$ cat config.mk
export PLATFORM = sky130hd
export DESIGN_NAME = signed_decimal_add_sub_mul_flat
export DESIGN_NICKNAME = d
export VERILOG_FILES = /design/src/sv/sdasm_pkg.sv /design/src/sv/sdasm_req_if.sv /design/src/sv/sdasm_rsp_if.sv /design/src/sv/signed_decimal_add_sub_mul.sv /design/src/flat_wrapper.sv
export SDC_FILE = /design/constraint.sdc
export NUM_CORES = 1
export LEC_CHECK = 0
export BUFFER_PORTS_ARGS = -buffer_cell sky130_fd_sc_hd__buf_2
export CORE_MARGIN = 1
export CORE_UTILIZATION = 58
export CTS_BUF_LIST = sky130_fd_sc_hd__clkbuf_8
export DETAILED_ROUTE_END_ITERATION = 10
export GPL_ROUTABILITY_DRIVEN = 1
export HOLD_SLACK_MARGIN = 0.02
export PLACE_DENSITY_LB_ADDON = 0.1
export SLEW_MARGIN = 20
export SYNTH_ARGS = -nofsm -noshare
export SYNTH_HDL_FRONTEND = slang
export SYNTH_SLANG_ARGS = --single-unit
$ cat constraint.sdc
create_clock -name clock -period 8.55 [get_ports clock]
set_input_delay 0.855 -clock clock [delete_from_list [all_inputs] [get_ports clock]]
set_output_delay 0.855 -clock clock [all_outputs]
set_load 0.05 [all_outputs]
$ cat src/sv/sdasm_pkg.sv
`timescale 1ns / 1ps
// Shared types, widths and constants of the signed decimal add/sub/mul block.
// Used by the channel interfaces and the top level; depends on nothing.
package sdasm_pkg;

   localparam int SampleWidth = 10;
   localparam int DigitWidth  = 4;
   localparam int CmdWidth    = 2;
   localparam int MagWidth    = 20;
   localparam int CsrAddrWidth = 3;
   localparam int CsrDataWidth = 32;

   localparam logic [SampleWidth-1:0] OffsetReset = 10'd511;

   // register index of input_offset
   localparam logic [0:0] RegInputOffset = 1'b0;

   // magnitudes are shown modulo one million
   localparam logic [MagWidth-1:0] Million = 20'd1000000;

   // x / 1000 == (x * RecipThousand) >> RecipShift for x below one million
   localparam int RecipShift = 30;
   localparam logic [20:0] RecipThousand = 21'd1073742;

   typedef enum logic [CmdWidth-1:0] {
      CMD_NONE = 2'd0,
      CMD_ADD  = 2'd1,
      CMD_SUB  = 2'd2,
      CMD_MUL  = 2'd3
   } cmd_type;

   typedef logic [DigitWidth-1:0] digit_type;

   typedef struct packed {
      digit_type hundreds;
      digit_type tens;
      digit_type ones;
   } digits3_type;

   // Split a value below 1000 into three decimal digits.
   // x / 100 == (x * 41) >> 12 and y / 10 == (y * 205) >> 11 in these ranges.
   function automatic digits3_type split3(input logic [9:0] x);
      logic [15:0]  h_prod;
      logic [3:0]   h;
      logic [9:0]   rem;
      logic [14:0]  t_prod;
      logic [3:0]   t;
      logic [6:0]   rem7;
      digits3_type  d;
      h_prod = {6'd0, x} * 16'd41;
      h      = h_prod[15:12];
      rem    = x - ({6'd0, h} * 10'd100);
      rem7   = rem[6:0];
      t_prod = {8'd0, rem7} * 15'd205;
      t      = t_prod[14:11];
      d.hundreds = h;
      d.tens     = t;
      d.ones     = 4'(rem7 - ({3'd0, t} * 7'd10));
      return d;
   endfunction

endpackage

$ cat src/sv/sdasm_req_if.sv
`timescale 1ns / 1ps
// Request channel: two raw samples and a command, valid/ready handshake.
// Depends on sdasm_pkg.
interface sdasm_req_if;
   import sdasm_pkg::*;

   logic                   valid;
   logic                   ready;
   logic [SampleWidth-1:0] raw_a;
   logic [SampleWidth-1:0] raw_b;
   logic [CmdWidth-1:0]    command;

   modport source (output valid, raw_a, raw_b, command, input ready);
   modport sink   (input valid, raw_a, raw_b, command, output ready);
endinterface

$ cat src/sv/sdasm_rsp_if.sv
`timescale 1ns / 1ps
// Response channel: sign, blank flag and six decimal digits, valid/ready.
// Depends on sdasm_pkg.
interface sdasm_rsp_if;
   import sdasm_pkg::*;

   logic                  valid;
   logic                  ready;
   logic                  blank;
   logic                  negative;
   logic [DigitWidth-1:0] digit5;
   logic [DigitWidth-1:0] digit4;
   logic [DigitWidth-1:0] digit3;
   logic [DigitWidth-1:0] digit2;
   logic [DigitWidth-1:0] digit1;
   logic [DigitWidth-1:0] digit0;

   modport source (output valid, blank, negative, digit5, digit4, digit3, digit2,
                   digit1, digit0, input ready);
   modport sink   (input valid, blank, negative, digit5, digit4, digit3, digit2,
                   digit1, digit0, output ready);
endinterface

$ cat src/sv/signed_decimal_add_sub_mul.sv
`timescale 1ns / 1ps
// Signed decimal add/sub/mul: six-stage pipeline from raw samples to digits.
// Depends on sdasm_pkg, sdasm_req_if and sdasm_rsp_if.
//
// Each request beat carries two raw 10-bit samples; input_offset is taken off
// both to give signed operands, which are added, subtracted (a - b) or
// multiplied. The response beat gives a sign flag and six decimal digits of
// the magnitude (modulo one million), leading zeros kept; zero is never
// negative, and the none command gives a blank beat with all digits zero.
// One beat is taken every cycle unless back pressure has filled the pipeline; the stages are
// offset/add, 10x10 multiply, modulo-million, reciprocal multiply by 1/1000,
// remainder, digit split. Back pressure stalls only the output register and the full
// stages right behind it, so bubbles are squeezed out while rsp waits.
// input_offset sits at byte address 0 of the APB port and resets to 511.
module signed_decimal_add_sub_mul (
   input  logic                              clock,
   input  logic                              reset,
   sdasm_req_if.sink                         req_bus,
   sdasm_rsp_if.source                       rsp_bus,
   input  logic                              csr_psel,
   input  logic                              csr_penable,
   input  logic                              csr_pwrite,
   input  logic [sdasm_pkg::CsrAddrWidth-1:0] csr_paddr,
   input  logic [sdasm_pkg::CsrDataWidth-1:0] csr_pwdata,
   output logic [sdasm_pkg::CsrDataWidth-1:0] csr_prdata,
   output logic                              csr_pready
);
   import sdasm_pkg::*;

   localparam int NumStages = 6;

   // ---------------------------------------------------------------- CSR
   logic [SampleWidth-1:0] offset_ff;
   logic                   csr_wr;

   assign csr_pready = 1'b1;
   assign csr_wr     = csr_psel && csr_penable && csr_pwrite;

   always_ff @(posedge clock) begin
      if (reset) begin
         offset_ff <= OffsetReset;
      end else if (csr_wr && (csr_paddr[2] == RegInputOffset)) begin
         offset_ff <= csr_pwdata[SampleWidth-1:0];
      end
   end

   always_comb begin
      csr_prdata = '0;
      if (csr_paddr[2] == RegInputOffset) begin
         csr_prdata = {{(CsrDataWidth-SampleWidth){1'b0}}, offset_ff};
      end
   end

   // ---------------------------------------------------------------- flow control
   // stage k loads when it is empty or its beat moves on this cycle
   logic [NumStages-1:0] vld_ff;
   logic [NumStages-1:0] load;

   always_comb begin
      load[NumStages-1] = !vld_ff[NumStages-1] || rsp_bus.ready;
      for (int k = NumStages - 2; k >= 0; k--) begin
         load[k] = !vld_ff[k] || load[k+1];
      end
   end

   assign req_bus.ready = load[0];

   always_ff @(posedge clock) begin
      if (reset) begin
         vld_ff <= '0;
      end else begin
         if (load[0]) begin
            vld_ff[0] <= req_bus.valid;
         end
         for (int k = 1; k < NumStages; k++) begin
            if (load[k]) begin
               vld_ff[k] <= vld_ff[k-1];
            end
         end
      end
   end

   // ---------------------------------------------------------------- stage 1
   // centre both samples, take magnitudes, do add/sub
   cmd_type     cmd;
   logic [10:0] a_c;
   logic [10:0] b_c;
   logic [10:0] a_abs;
   logic [10:0] b_abs;
   logic [11:0] sum_c;
   logic [11:0] sum_abs;
   logic        s1_blank_in, s1_neg_in, s1_mul_in;
   logic [10:0] s1_sum_in;

   logic        s1_blank_ff, s1_neg_ff, s1_mul_ff;
   logic [9:0]  s1_ma_ff, s1_mb_ff;
   logic [10:0] s1_sum_ff;

   always_comb begin
      cmd     = cmd_type'(req_bus.command);
      a_c     = {1'b0, req_bus.raw_a} - {1'b0, offset_ff};
      b_c     = {1'b0, req_bus.raw_b} - {1'b0, offset_ff};
      a_abs   = a_c[10] ? (~a_c + 11'd1) : a_c;
      b_abs   = b_c[10] ? (~b_c + 11'd1) : b_c;
      sum_c   = (cmd == CMD_SUB) ? ({a_c[10], a_c} - {b_c[10], b_c})
                                 : ({a_c[10], a_c} + {b_c[10], b_c});
      sum_abs = sum_c[11] ? (~sum_c + 12'd1) : sum_c;

      s1_blank_in = 1'b0;
      s1_neg_in   = 1'b0;
      s1_mul_in   = 1'b0;
      s1_sum_in   = '0;
      case (cmd)
         CMD_NONE: begin
            s1_blank_in = 1'b1;
         end
         CMD_ADD, CMD_SUB: begin
            s1_neg_in = sum_c[11];
            s1_sum_in = sum_abs[10:0];
         end
         CMD_MUL: begin
            s1_mul_in = 1'b1;
            s1_neg_in = a_c[10] ^ b_c[10];
         end
         default: begin
            s1_blank_in = 1'b1;
         end
      endcase
   end

   always_ff @(posedge clock) begin
      if (load[0]) begin
         s1_blank_ff <= s1_blank_in;
         s1_neg_ff   <= s1_neg_in;
         s1_mul_ff   <= s1_mul_in;
         s1_ma_ff    <= a_abs[9:0];
         s1_mb_ff    <= b_abs[9:0];
         s1_sum_ff   <= s1_sum_in;
      end
   end

   // ---------------------------------------------------------------- stage 2
   // product of magnitudes, or the add/sub magnitude
   logic [MagWidth-1:0] s2_mag_in;
   logic [MagWidth-1:0] s2_mag_ff;
   logic                s2_blank_ff, s2_neg_ff;

   assign s2_mag_in = s1_mul_ff ? ({10'd0, s1_ma_ff} * {10'd0, s1_mb_ff})
                                : {9'd0, s1_sum_ff};

   always_ff @(posedge clock) begin
      if (load[1]) begin
         s2_mag_ff   <= s2_mag_in;
         s2_blank_ff <= s1_blank_ff;
         s2_neg_ff   <= s1_neg_ff;
      end
   end

   // ---------------------------------------------------------------- stage 3
   // drop the carry past six digits; zero shows as positive
   logic [MagWidth-1:0] s3_mag_in;
   logic [MagWidth-1:0] s3_mag_ff;
   logic                s3_blank_ff, s3_neg_ff;

   assign s3_mag_in = (s2_mag_ff >= Million) ? (s2_mag_ff - Million) : s2_mag_ff;

   always_ff @(posedge clock) begin
      if (load[2]) begin
         s3_mag_ff   <= s3_mag_in;
         s3_blank_ff <= s2_blank_ff;
         s3_neg_ff   <= s2_neg_ff && (s3_mag_in != '0);
      end
   end

   // ---------------------------------------------------------------- stage 4
   // upper three digits: magnitude / 1000 by reciprocal
   logic [40:0]         q_prod;
   logic [9:0]          s4_hi_ff;
   logic [MagWidth-1:0] s4_mag_ff;
   logic                s4_blank_ff, s4_neg_ff;

   assign q_prod = {21'd0, s3_mag_ff} * {20'd0, RecipThousand};

   always_ff @(posedge clock) begin
      if (load[3]) begin
         s4_hi_ff    <= q_prod[RecipShift+9:RecipShift];
         s4_mag_ff   <= s3_mag_ff;
         s4_blank_ff <= s3_blank_ff;
         s4_neg_ff   <= s3_neg_ff;
      end
   end

   // ---------------------------------------------------------------- stage 5
   // lower three digits: remainder after the thousands
   logic [MagWidth-1:0] lo_full;
   logic [9:0]          s5_hi_ff, s5_lo_ff;
   logic                s5_blank_ff, s5_neg_ff;

   assign lo_full = s4_mag_ff - ({10'd0, s4_hi_ff} * 20'd1000);

   always_ff @(posedge clock) begin
      if (load[4]) begin
         s5_hi_ff    <= s4_hi_ff;
         s5_lo_ff    <= lo_full[9:0];
         s5_blank_ff <= s4_blank_ff;
         s5_neg_ff   <= s4_neg_ff;
      end
   end

   // ---------------------------------------------------------------- stage 6
   // digit split into the output register
   digits3_type hi_dig, lo_dig;
   digits3_type s6_hi_ff, s6_lo_ff;
   logic        s6_blank_ff, s6_neg_ff;

   assign hi_dig = split3(s5_hi_ff);
   assign lo_dig = split3(s5_lo_ff);

   always_ff @(posedge clock) begin
      if (load[5]) begin
         s6_hi_ff    <= hi_dig;
         s6_lo_ff    <= lo_dig;
         s6_blank_ff <= s5_blank_ff;
         s6_neg_ff   <= s5_neg_ff;
      end
   end

   assign rsp_bus.valid    = vld_ff[NumStages-1];
   assign rsp_bus.blank    = s6_blank_ff;
   assign rsp_bus.negative = s6_neg_ff;
   assign rsp_bus.digit5   = s6_hi_ff.hundreds;
   assign rsp_bus.digit4   = s6_hi_ff.tens;
   assign rsp_bus.digit3   = s6_hi_ff.ones;
   assign rsp_bus.digit2   = s6_lo_ff.hundreds;
   assign rsp_bus.digit1   = s6_lo_ff.tens;
   assign rsp_bus.digit0   = s6_lo_ff.ones;

endmodule
$ cat src/flat_wrapper.sv
// flat-port wrapper written by rule: the top's interface ports become plain ports
module signed_decimal_add_sub_mul_flat import sdasm_pkg::*;
  (clock, reset, csr_psel, csr_penable, csr_pwrite, csr_paddr, csr_pwdata, csr_prdata, csr_pready, req_bus_valid, req_bus_raw_a, req_bus_raw_b, req_bus_command, req_bus_ready, rsp_bus_valid, rsp_bus_blank, rsp_bus_negative, rsp_bus_digit5, rsp_bus_digit4, rsp_bus_digit3, rsp_bus_digit2, rsp_bus_digit1, rsp_bus_digit0, rsp_bus_ready);
  sdasm_req_if req_bus_i ();
  sdasm_rsp_if rsp_bus_i ();
  input  logic clock;
  input  logic reset;
  input  logic csr_psel;
  input  logic csr_penable;
  input  logic csr_pwrite;
  input  logic [sdasm_pkg::CsrAddrWidth-1:0] csr_paddr;
  input  logic [sdasm_pkg::CsrDataWidth-1:0] csr_pwdata;
  output logic [sdasm_pkg::CsrDataWidth-1:0] csr_prdata;
  output logic csr_pready;
  input wire logic [$bits(req_bus_i.valid)-1:0] req_bus_valid;
  input wire logic [$bits(req_bus_i.raw_a)-1:0] req_bus_raw_a;
  input wire logic [$bits(req_bus_i.raw_b)-1:0] req_bus_raw_b;
  input wire logic [$bits(req_bus_i.command)-1:0] req_bus_command;
  output wire logic [$bits(req_bus_i.ready)-1:0] req_bus_ready;
  output wire logic [$bits(rsp_bus_i.valid)-1:0] rsp_bus_valid;
  output wire logic [$bits(rsp_bus_i.blank)-1:0] rsp_bus_blank;
  output wire logic [$bits(rsp_bus_i.negative)-1:0] rsp_bus_negative;
  output wire logic [$bits(rsp_bus_i.digit5)-1:0] rsp_bus_digit5;
  output wire logic [$bits(rsp_bus_i.digit4)-1:0] rsp_bus_digit4;
  output wire logic [$bits(rsp_bus_i.digit3)-1:0] rsp_bus_digit3;
  output wire logic [$bits(rsp_bus_i.digit2)-1:0] rsp_bus_digit2;
  output wire logic [$bits(rsp_bus_i.digit1)-1:0] rsp_bus_digit1;
  output wire logic [$bits(rsp_bus_i.digit0)-1:0] rsp_bus_digit0;
  input wire logic [$bits(rsp_bus_i.ready)-1:0] rsp_bus_ready;
  assign req_bus_i.valid = req_bus_valid;
  assign req_bus_i.raw_a = req_bus_raw_a;
  assign req_bus_i.raw_b = req_bus_raw_b;
  assign req_bus_i.command = req_bus_command;
  assign req_bus_ready = req_bus_i.ready;
  assign rsp_bus_valid = rsp_bus_i.valid;
  assign rsp_bus_blank = rsp_bus_i.blank;
  assign rsp_bus_negative = rsp_bus_i.negative;
  assign rsp_bus_digit5 = rsp_bus_i.digit5;
  assign rsp_bus_digit4 = rsp_bus_i.digit4;
  assign rsp_bus_digit3 = rsp_bus_i.digit3;
  assign rsp_bus_digit2 = rsp_bus_i.digit2;
  assign rsp_bus_digit1 = rsp_bus_i.digit1;
  assign rsp_bus_digit0 = rsp_bus_i.digit0;
  assign rsp_bus_i.ready = rsp_bus_ready;
  signed_decimal_add_sub_mul u_core (.clock(clock), .reset(reset), .req_bus(req_bus_i), .rsp_bus(rsp_bus_i), .csr_psel(csr_psel), .csr_penable(csr_penable), .csr_pwrite(csr_pwrite), .csr_paddr(csr_paddr), .csr_pwdata(csr_pwdata), .csr_prdata(csr_prdata), .csr_pready(csr_pready));
endmodule
# Word-level counts from Yosys, hierarchy flattened
# Index checks and enable logic that the tools add are counted.
# totals
ff_bits,164
wordCells,98
output_inout_bits,61
input_bits,64
# classes
multipliers,11
bitwise_logic,5
magnitude_cmp,1
n_eq_ne,3
n_mux,10
n_addsub,13
n_reduce_logical,19
# op_table
operator,count
$mul 20x20->39 const B,1
$mul 10x6->16 const B,2
$mul 7x8->15 const B,2
$mux 10,3
$mux 11,2
$sub 10x10->11,2
$add 10x1->10 const B,2
$ge 20x20->1 const B,1
$mul 10x10->20,1
$mux 20,1
$not 10->10,2
$reduce_bool 20->1,1
$sub 20x20->20 const B,1
$sub 7x7->7,2
$add 11x11->12,1
$mux 12,1
$sub 11x11->12,1
$add 11x1->11 const B,1
$not 11->11,1
$mul 10x7->7 const B,1
$mul 4x5->5 const B,2
$sub 10x10->10,1
$mul 4x3->3 const B,2
$sub 4x4->4,2
11 further kinds,26

# Depth between registers and ports, before layout
# Gate-level depths: netlist of run 1.
# depth
ltp_word,7
depth_mapped,34
ltp_nobuf,34

# Least setup slack after synthesis of run 1
# No wires, ideal clock.
# synth_timing
path_kind,reg2reg
from,reg u_core.s5_lo_ff[1]
to,"reg u_core.s6_lo_ff (netlist bit u_core.rsp_bus.digit0[3]), data pin"
setup_ns,0.259
setup_slack_ns,0.312
n_path_buf,0
arrival_time_ns,7.979
required_time_ns,8.291
path_stages_with_launch,34
synth_period_minus_slack_ns,8.238
cell_sequence,edfxtp_1 > ha_1 > fa_1 > ha_1 > ha_1 > nand4_1 > o21bai_1 > a21o_1 > a2111o_1 > a21oi_1 > xnor2_1 > ha_1 > fa_1 > inv_1 > maj3_1 > a21oi_1 > xnor2_1 > ha_1 > ha_1 > fa_1 > inv_1 > fa_1 > inv_1 > ha_1 > o211a_1 > o21a_1 > o21ai_0 > a2111oi_0 > nor2_1 > ha_1 > fa_1 > xnor2_1 > xnor2_1 > xnor2_1
# synth_lines
element,line_no,text
from (decl),signed_decimal_add_sub_mul.sv:196,"logic [9:0] s5_hi_ff, s5_lo_ff;"
from (signal assigned),signed_decimal_add_sub_mul.sv:204,s5_lo_ff <= lo_full[9:0];
to (signal assigned),signed_decimal_add_sub_mul.sv:222,s6_lo_ff <= lo_dig;
to (decl),signed_decimal_add_sub_mul.sv:213,"digits3_type s6_hi_ff, s6_lo_ff;"

==> results.yml, run 1 <==
route:
  drc: 0
  wl_um: 41600
  firstDrtPassIters: 5
  vias_per_cell: 5.44
  wire_per_inst_um: 16.5
  drt_iter0_drc: 590
  vias: 13800
  detail-route-antenna-nets: 0
setup_path:
  worstReg2RegStart: "u_core.s5_hi_ff[6]"
  cp.required_ns: 8.79
  slowest_stage: "fa_1"
  crit_type: "reg2reg"
  slowest_delay_ns: 0.51
  crit_top_cell: "ha_1"
  end_kind: "flip-flop"
  reg2reg_depth: 35
  critPathArrivalTime_ns: 8.49
  crit_path_start: "u_core.s5_hi_ff[6]"
  cp-start-kind: "flip-flop"
  cp_max_fo: 3
hold_path:
  holdCritPathClass: "reg2reg"
  holdPathStages: 0
  min_from: "u_core.s4_mag_ff[1]"
clock_network:
  path_clk_slew_ns: 0.12
  tritoncts: "done"
  cts.sinks: 164
  ctsRootBufferMaster: "clkbuf_8"
  clock_latency_ns: 0.48
  htreeDepth: 4
  clockBufferDepth: 2
  cts_hold_buf: 0
  cts_buffers: 17
floorplan:
  rows: 67
  dieArea_mm2: 0.0356
  dieHeight_um: 189
  core_mm2: 0.0339
  ios: 125
  die_width_um: 189
  start_util_pct: 59.7
cells_and_area:
  n_antenna_cell: 0
  final_core_util_pct: 64.7
  final_common_cell: "ha_1"
  area_growth_pct: 8.51
  drive_gt1_share_pct: 10.3
  layout_common_cells: "415 x ha_1, 354 x inv_1, 177 x fa_1"
  nets: 2737
timing:
  fin_tns_setup_ns: 0
  final_max_slew_viol_count: 0
  fin_crit_ns: 8.24
  worst_pin_slew_ns: 1.03
  hold_viol_final: 0
  setup_viol: 0
  timing.final.crit_share_pct: 96.4
  slew_headroom_pct: 30.6
  clock_skew_ns: 0.0232
  fmax_mhz: 121
synthesis:
  syn_area_mm2: 0.0202
  synth_ff_type: "edfxtp_1"
  yosysSeqAreaShare_pct: 23.6
  synth_edf_count: 148
  synth_area_leader_cell: "ha_1"
  synth_top_area_share_pct: 26.2
  synth-async-reset-ratio_pct: 0
  synth.area.top_cells: "ha_1 26%, edfxtp_1 22%, fa_1 18%, inv_1 6.6%, xnor2_1 4.2%"
  synthCells: 1966
  syn_area_per_cell_um2: 10.3
  synth.distinct_cells: 76
  yosysWarnings: 0
  ys_seq_elements: 164
grt:
  grt.total_usage_pct: 24.5
  grt_busiest_layer: "met2"
  grt_pass1_wl_um: 69200
  use_met1_pct: 29.7
  grt_max_degree: 37
  gr-usage-met3_pct: 2.87
  grt_use_met2_pct: 45.3
  grt_pass1_vias: 14400
  antenna_found_initial: 0
  grt_remaining_overflow: 0
placed_design:
  place.port_buffers: 77
  gp_congestion: 0.898
  hpwlAfterDp_um: 34600
run_status:
  status: "finished, final reports clean"
job:
  maxCapViolations: 0
## kinds of logic (layout without fill, tap and decap cells)
| kind of cell | count (synthesis) | in the layout | share of synthesized area [%] |
|---|---|---|---|
| AO/OA/AOI/OAI | 240 | 240 | 7.99 |
| XOR/XNOR | 131 | 131 | 5.72 |
| adder cells (fa/ha/maj) | 608 | 608 | 44.4 |
| buffers and inverters | 415 | 509 | 8.18 |
| flip-flops | 164 | 164 | 23.6 |
| multiplexers | 12 | 12 | 0.656 |
| other | 2 | 23 | 0.0372 |
| AND/OR/NAND/NOR | 394 | 394 | 9.47 |
## synthesized netlist by cell type, types with 11 or more instances
cell type,number
ha_1,423
a21o_1,33
edfxtp_1,148
nand2_1,106
buf_4,23
xnor2_1,98
or3_1,12
inv_1,355
nand3_1,15
nor3_1,38
clkbuf_1,31
o21ai_0,30
a211oi_1,11
dfxtp_1,16
nor2b_1,16
xor2_1,32
and2_1,45
fa_1,182
nor2_1,110
a21oi_1,66
o21a_1,22
## repair_timing
action,in CTS,in global routing
pin swaps,0,33
cloned,0,0
setup buffers,1,18
resized for setup,3,44
endpoints found under the setup margin,1,4
## worst max-delay path: cells and delay by family (launching register included)
family          cells  cell delay, ns
fa+ha+maj          13            4.23
compound gates     10            1.82
xor+xnor            5            0.71
buf+inv             5            0.51
flops               1            0.42
simple gates        2            0.28
## final timing paths
kind | end | slack [ns]
setup / recovery | u_core.rsp_bus.digit3[3] | 0.31
hold / removal | u_core.s5_lo_ff[1] | 0.41
setup reg to reg | u_core.rsp_bus.digit3[3] | 0.31
hold reg to reg | u_core.s5_lo_ff[1] | 0.41
## routing by layer
metal,wire [um],up-vias,share of wire [%]
met2,21600,201,52
met4,1060,0,2.5
met5,0,-,0
li1,-,6768,-
met3,1140,72,2.7
met1,17800,6726,43
## sequential cells by signal (all words and copies together), names as in the netlist, 6 cells and up
name	cells
u_core.s1_mb_ff	10
u_core.s5_hi_ff	10
u_core.s3_mag_ff	20
u_core.s1_sum_ff	11
u_core.vld_ff	6
u_core.s4_hi_ff	10
u_core.s1_ma_ff	10
u_core.s2_mag_ff	20
u_core.s5_lo_ff	10
u_core.s4_mag_ff	10
u_core.offset_ff	10
## cell type report
class | instances | area [um^2]
fillers | 2813 | 11900
clock buffers | 17 | 234
flip-flops and latches | 164 | 4760
multi-input cells | 1408 | 14100
inverters | 357 | 1340
well taps | 448 | 561
clock inverters | 15 | 199
repair buffers | 120 | 712
## stage by stage
step	setup slack [ns]	cell area (um^2)	instances	hold slack, ns
3_5_place_dp	-0.0969	21100	2478	0.405
4_1_cts	0.00415	21500	2511	0.414
5_1_grt	-0.0769	21900	2529	0.423
2_1_floorplan	0.312	20300	1987	0.400
3_3_place_gp	0.147	21100	2478	0.402
6_report	0.306	21900	2529	0.410
Power of run 1 is not shown: default switching activity piles up to over one toggle a cycle in this logic, so the estimate is an artifact.
==> inputs of run 2 (changes only) <==
Settings changed: CORE_UTILIZATION 58 to 35, GPL_TIMING_DRIVEN set to 0, REMOVE_ABC_BUFFERS set to 1.
==> results.yml, run 2 (synthesis gave the netlist of run 1 again) <==
grt:
  grt.total_usage_pct: 15.3
  antenna_found_initial: 1
  grt_max_degree: 27
  grt_pass1_wl_um: 70800
  grt_pass1_vias: 13800
  grt_remaining_overflow: 0
cells_and_area:
  drive_gt1_share_pct: 10.1
  reg_top3: "u_core.s2_mag_ff x20, u_core.s3_mag_ff x20, u_core.s1_sum_ff x11"
  multiInputGateArea_mm2: 0.0141
  area_growth_pct: 9.99
  register_area_mm2: 0.00476
  final_common_cell: "ha_1"
  fillers: 5590
  layout_common_cells: "418 x ha_1, 355 x inv_1, 179 x fa_1"
  nets: 2725
setup_path:
  cp.required_ns: 8.84
  end_kind: "flip-flop"
  cp_max_fo: 2
  rrSetupSlack_ns: 0.40
  slowest_stage: "edfxtp_1"
  slowest_delay_ns: 0.52
  crit_type: "reg2reg"
  crit_top_cell: "ha_1"
  critPathArrivalTime_ns: 8.44
  cp-start-kind: "flip-flop"
hold_path:
  holdCritPathClass: "reg2reg"
timing:
  clock_skew_ns: 0.0199
  slew_headroom_pct: 35.9
  setup_viol: 0
  hold_viol_final: 0
  fin_tns_setup_ns: 0
  fmax_mhz: 123
  timing.final.crit_share_pct: 95.3
  final_max_slew_viol_count: 0
  worst_pin_slew_ns: 0.937
  fin_crit_ns: 8.15
route:
  detail-route-antenna-nets: 0
  wire_per_inst_um: 15.4
  firstDrtPassIters: 5
  drt_iter0_drc: 347
  vias_per_cell: 4.70
  vias: 13300
  wl_um: 43600
  drc: 0
floorplan:
  dieArea_mm2: 0.0587
  ios: 125
  start_util_pct: 35.6
  core_mm2: 0.0567
  die_width_um: 242
  dieHeight_um: 242
  rows: 87
run_status:
  status: "finished, final reports clean"
clock_network:
  path_clk_slew_ns: 0.09
  cts.sinks: 164
  htreeDepth: 4
  cts_buffers: 17
  clock_latency_ns: 0.54
  tritoncts: "done"
  ctsRootBufferMaster: "clkbuf_8"
  clockBufferDepth: 2
placed_design:
  gp_congestion: 0.835
  place.port_buffers: 77
  hpwlAfterDp_um: 36500
job:
  maxCapViolations: 0
run 2: cell types whose count changed in the layout (fill, tap and decap cells not counted), moves of 3 or more:
cell	before	now
clkinv_8	6	0
clkinvlp_4	0	3
xnor2_2	10	16
buf_4	42	28
inv_6	2	5
ha_4	4	1
ha_1	415	418
xnor2_1	88	83
a21oi_2	5	9
run 2: path summary, 6_finish.rpt:
| kind | from | end | depth (start not counted) |
|---|---|---|---|
| worst max-delay path | u_core.s5_lo_ff[1] | u_core.rsp_bus.digit0[3] | 34 |
| worst min-delay path | u_core.s4_mag_ff[1] | u_core.s5_lo_ff[1] | 0 |
| worst max register to register | u_core.s5_lo_ff[1] | u_core.rsp_bus.digit0[3] | 34 |
| worst min register to register | u_core.s4_mag_ff[1] | u_core.s5_lo_ff[1] | 0 |
run 2: worst max-delay path: cells and delay by family, from the launching register on:
kind	cells	cell delay, ns
flops	1	0.52
xor+xnor	5	0.71
fa+ha+maj	13	4.31
compound gates	10	1.87
simple gates	2	0.16
buf+inv	4	0.32
run 2: area by class of cell:
cell class	count	area share (%)
clock buffers	18	1.11
well taps	756	4.26
flip-flops and latches	164	21.4
repair buffers	108	2.83
diodes	1	0.0113
clock inverters	14	0.676
multi-input cells	1408	63.6
inverters	357	6.03
run 2: what timing repair did:
| item | 4_1_cts | 5_1_grt |
|---|---|---|
| gates cloned | 0 | 0 |
| setup buffers | 11 | 16 |
| hold endpoints to repair | 0 | 0 |
| pin swaps | 8 | 30 |
| gates resized for setup | 21 | 28 |
| setup endpoints to repair | 4 | 4 |
| hold buffers | 0 | 0 |
run 2: per-layer routing:
layer  global-route usage [%]  vias to the layer above  routed length (um)
met5                        0                        -                   0
met4                     4.34                        0                 775
met3                     2.41                       40                 855
met2                     28.1                      118               22700
met1                     18.4                     6409               19300
li1                         -                     6728                   -
run 2: through the flow:
step,worst slack (ns),util [%],cells,hold WS (ns),instance area (um^2)
after floorplan,0.312,-,1929,0.400,20000
after global placement,-0.535,37.6,2762,0.402,21300
after detailed placement,-0.616,37.7,2766,0.405,21400
after CTS,0.00243,38.7,2809,0.430,21900
after global routing,-0.0211,39.2,2826,0.438,22200
final,0.401,39.2,2826,0.426,22200
Power of run 2 is left out for the same reason.
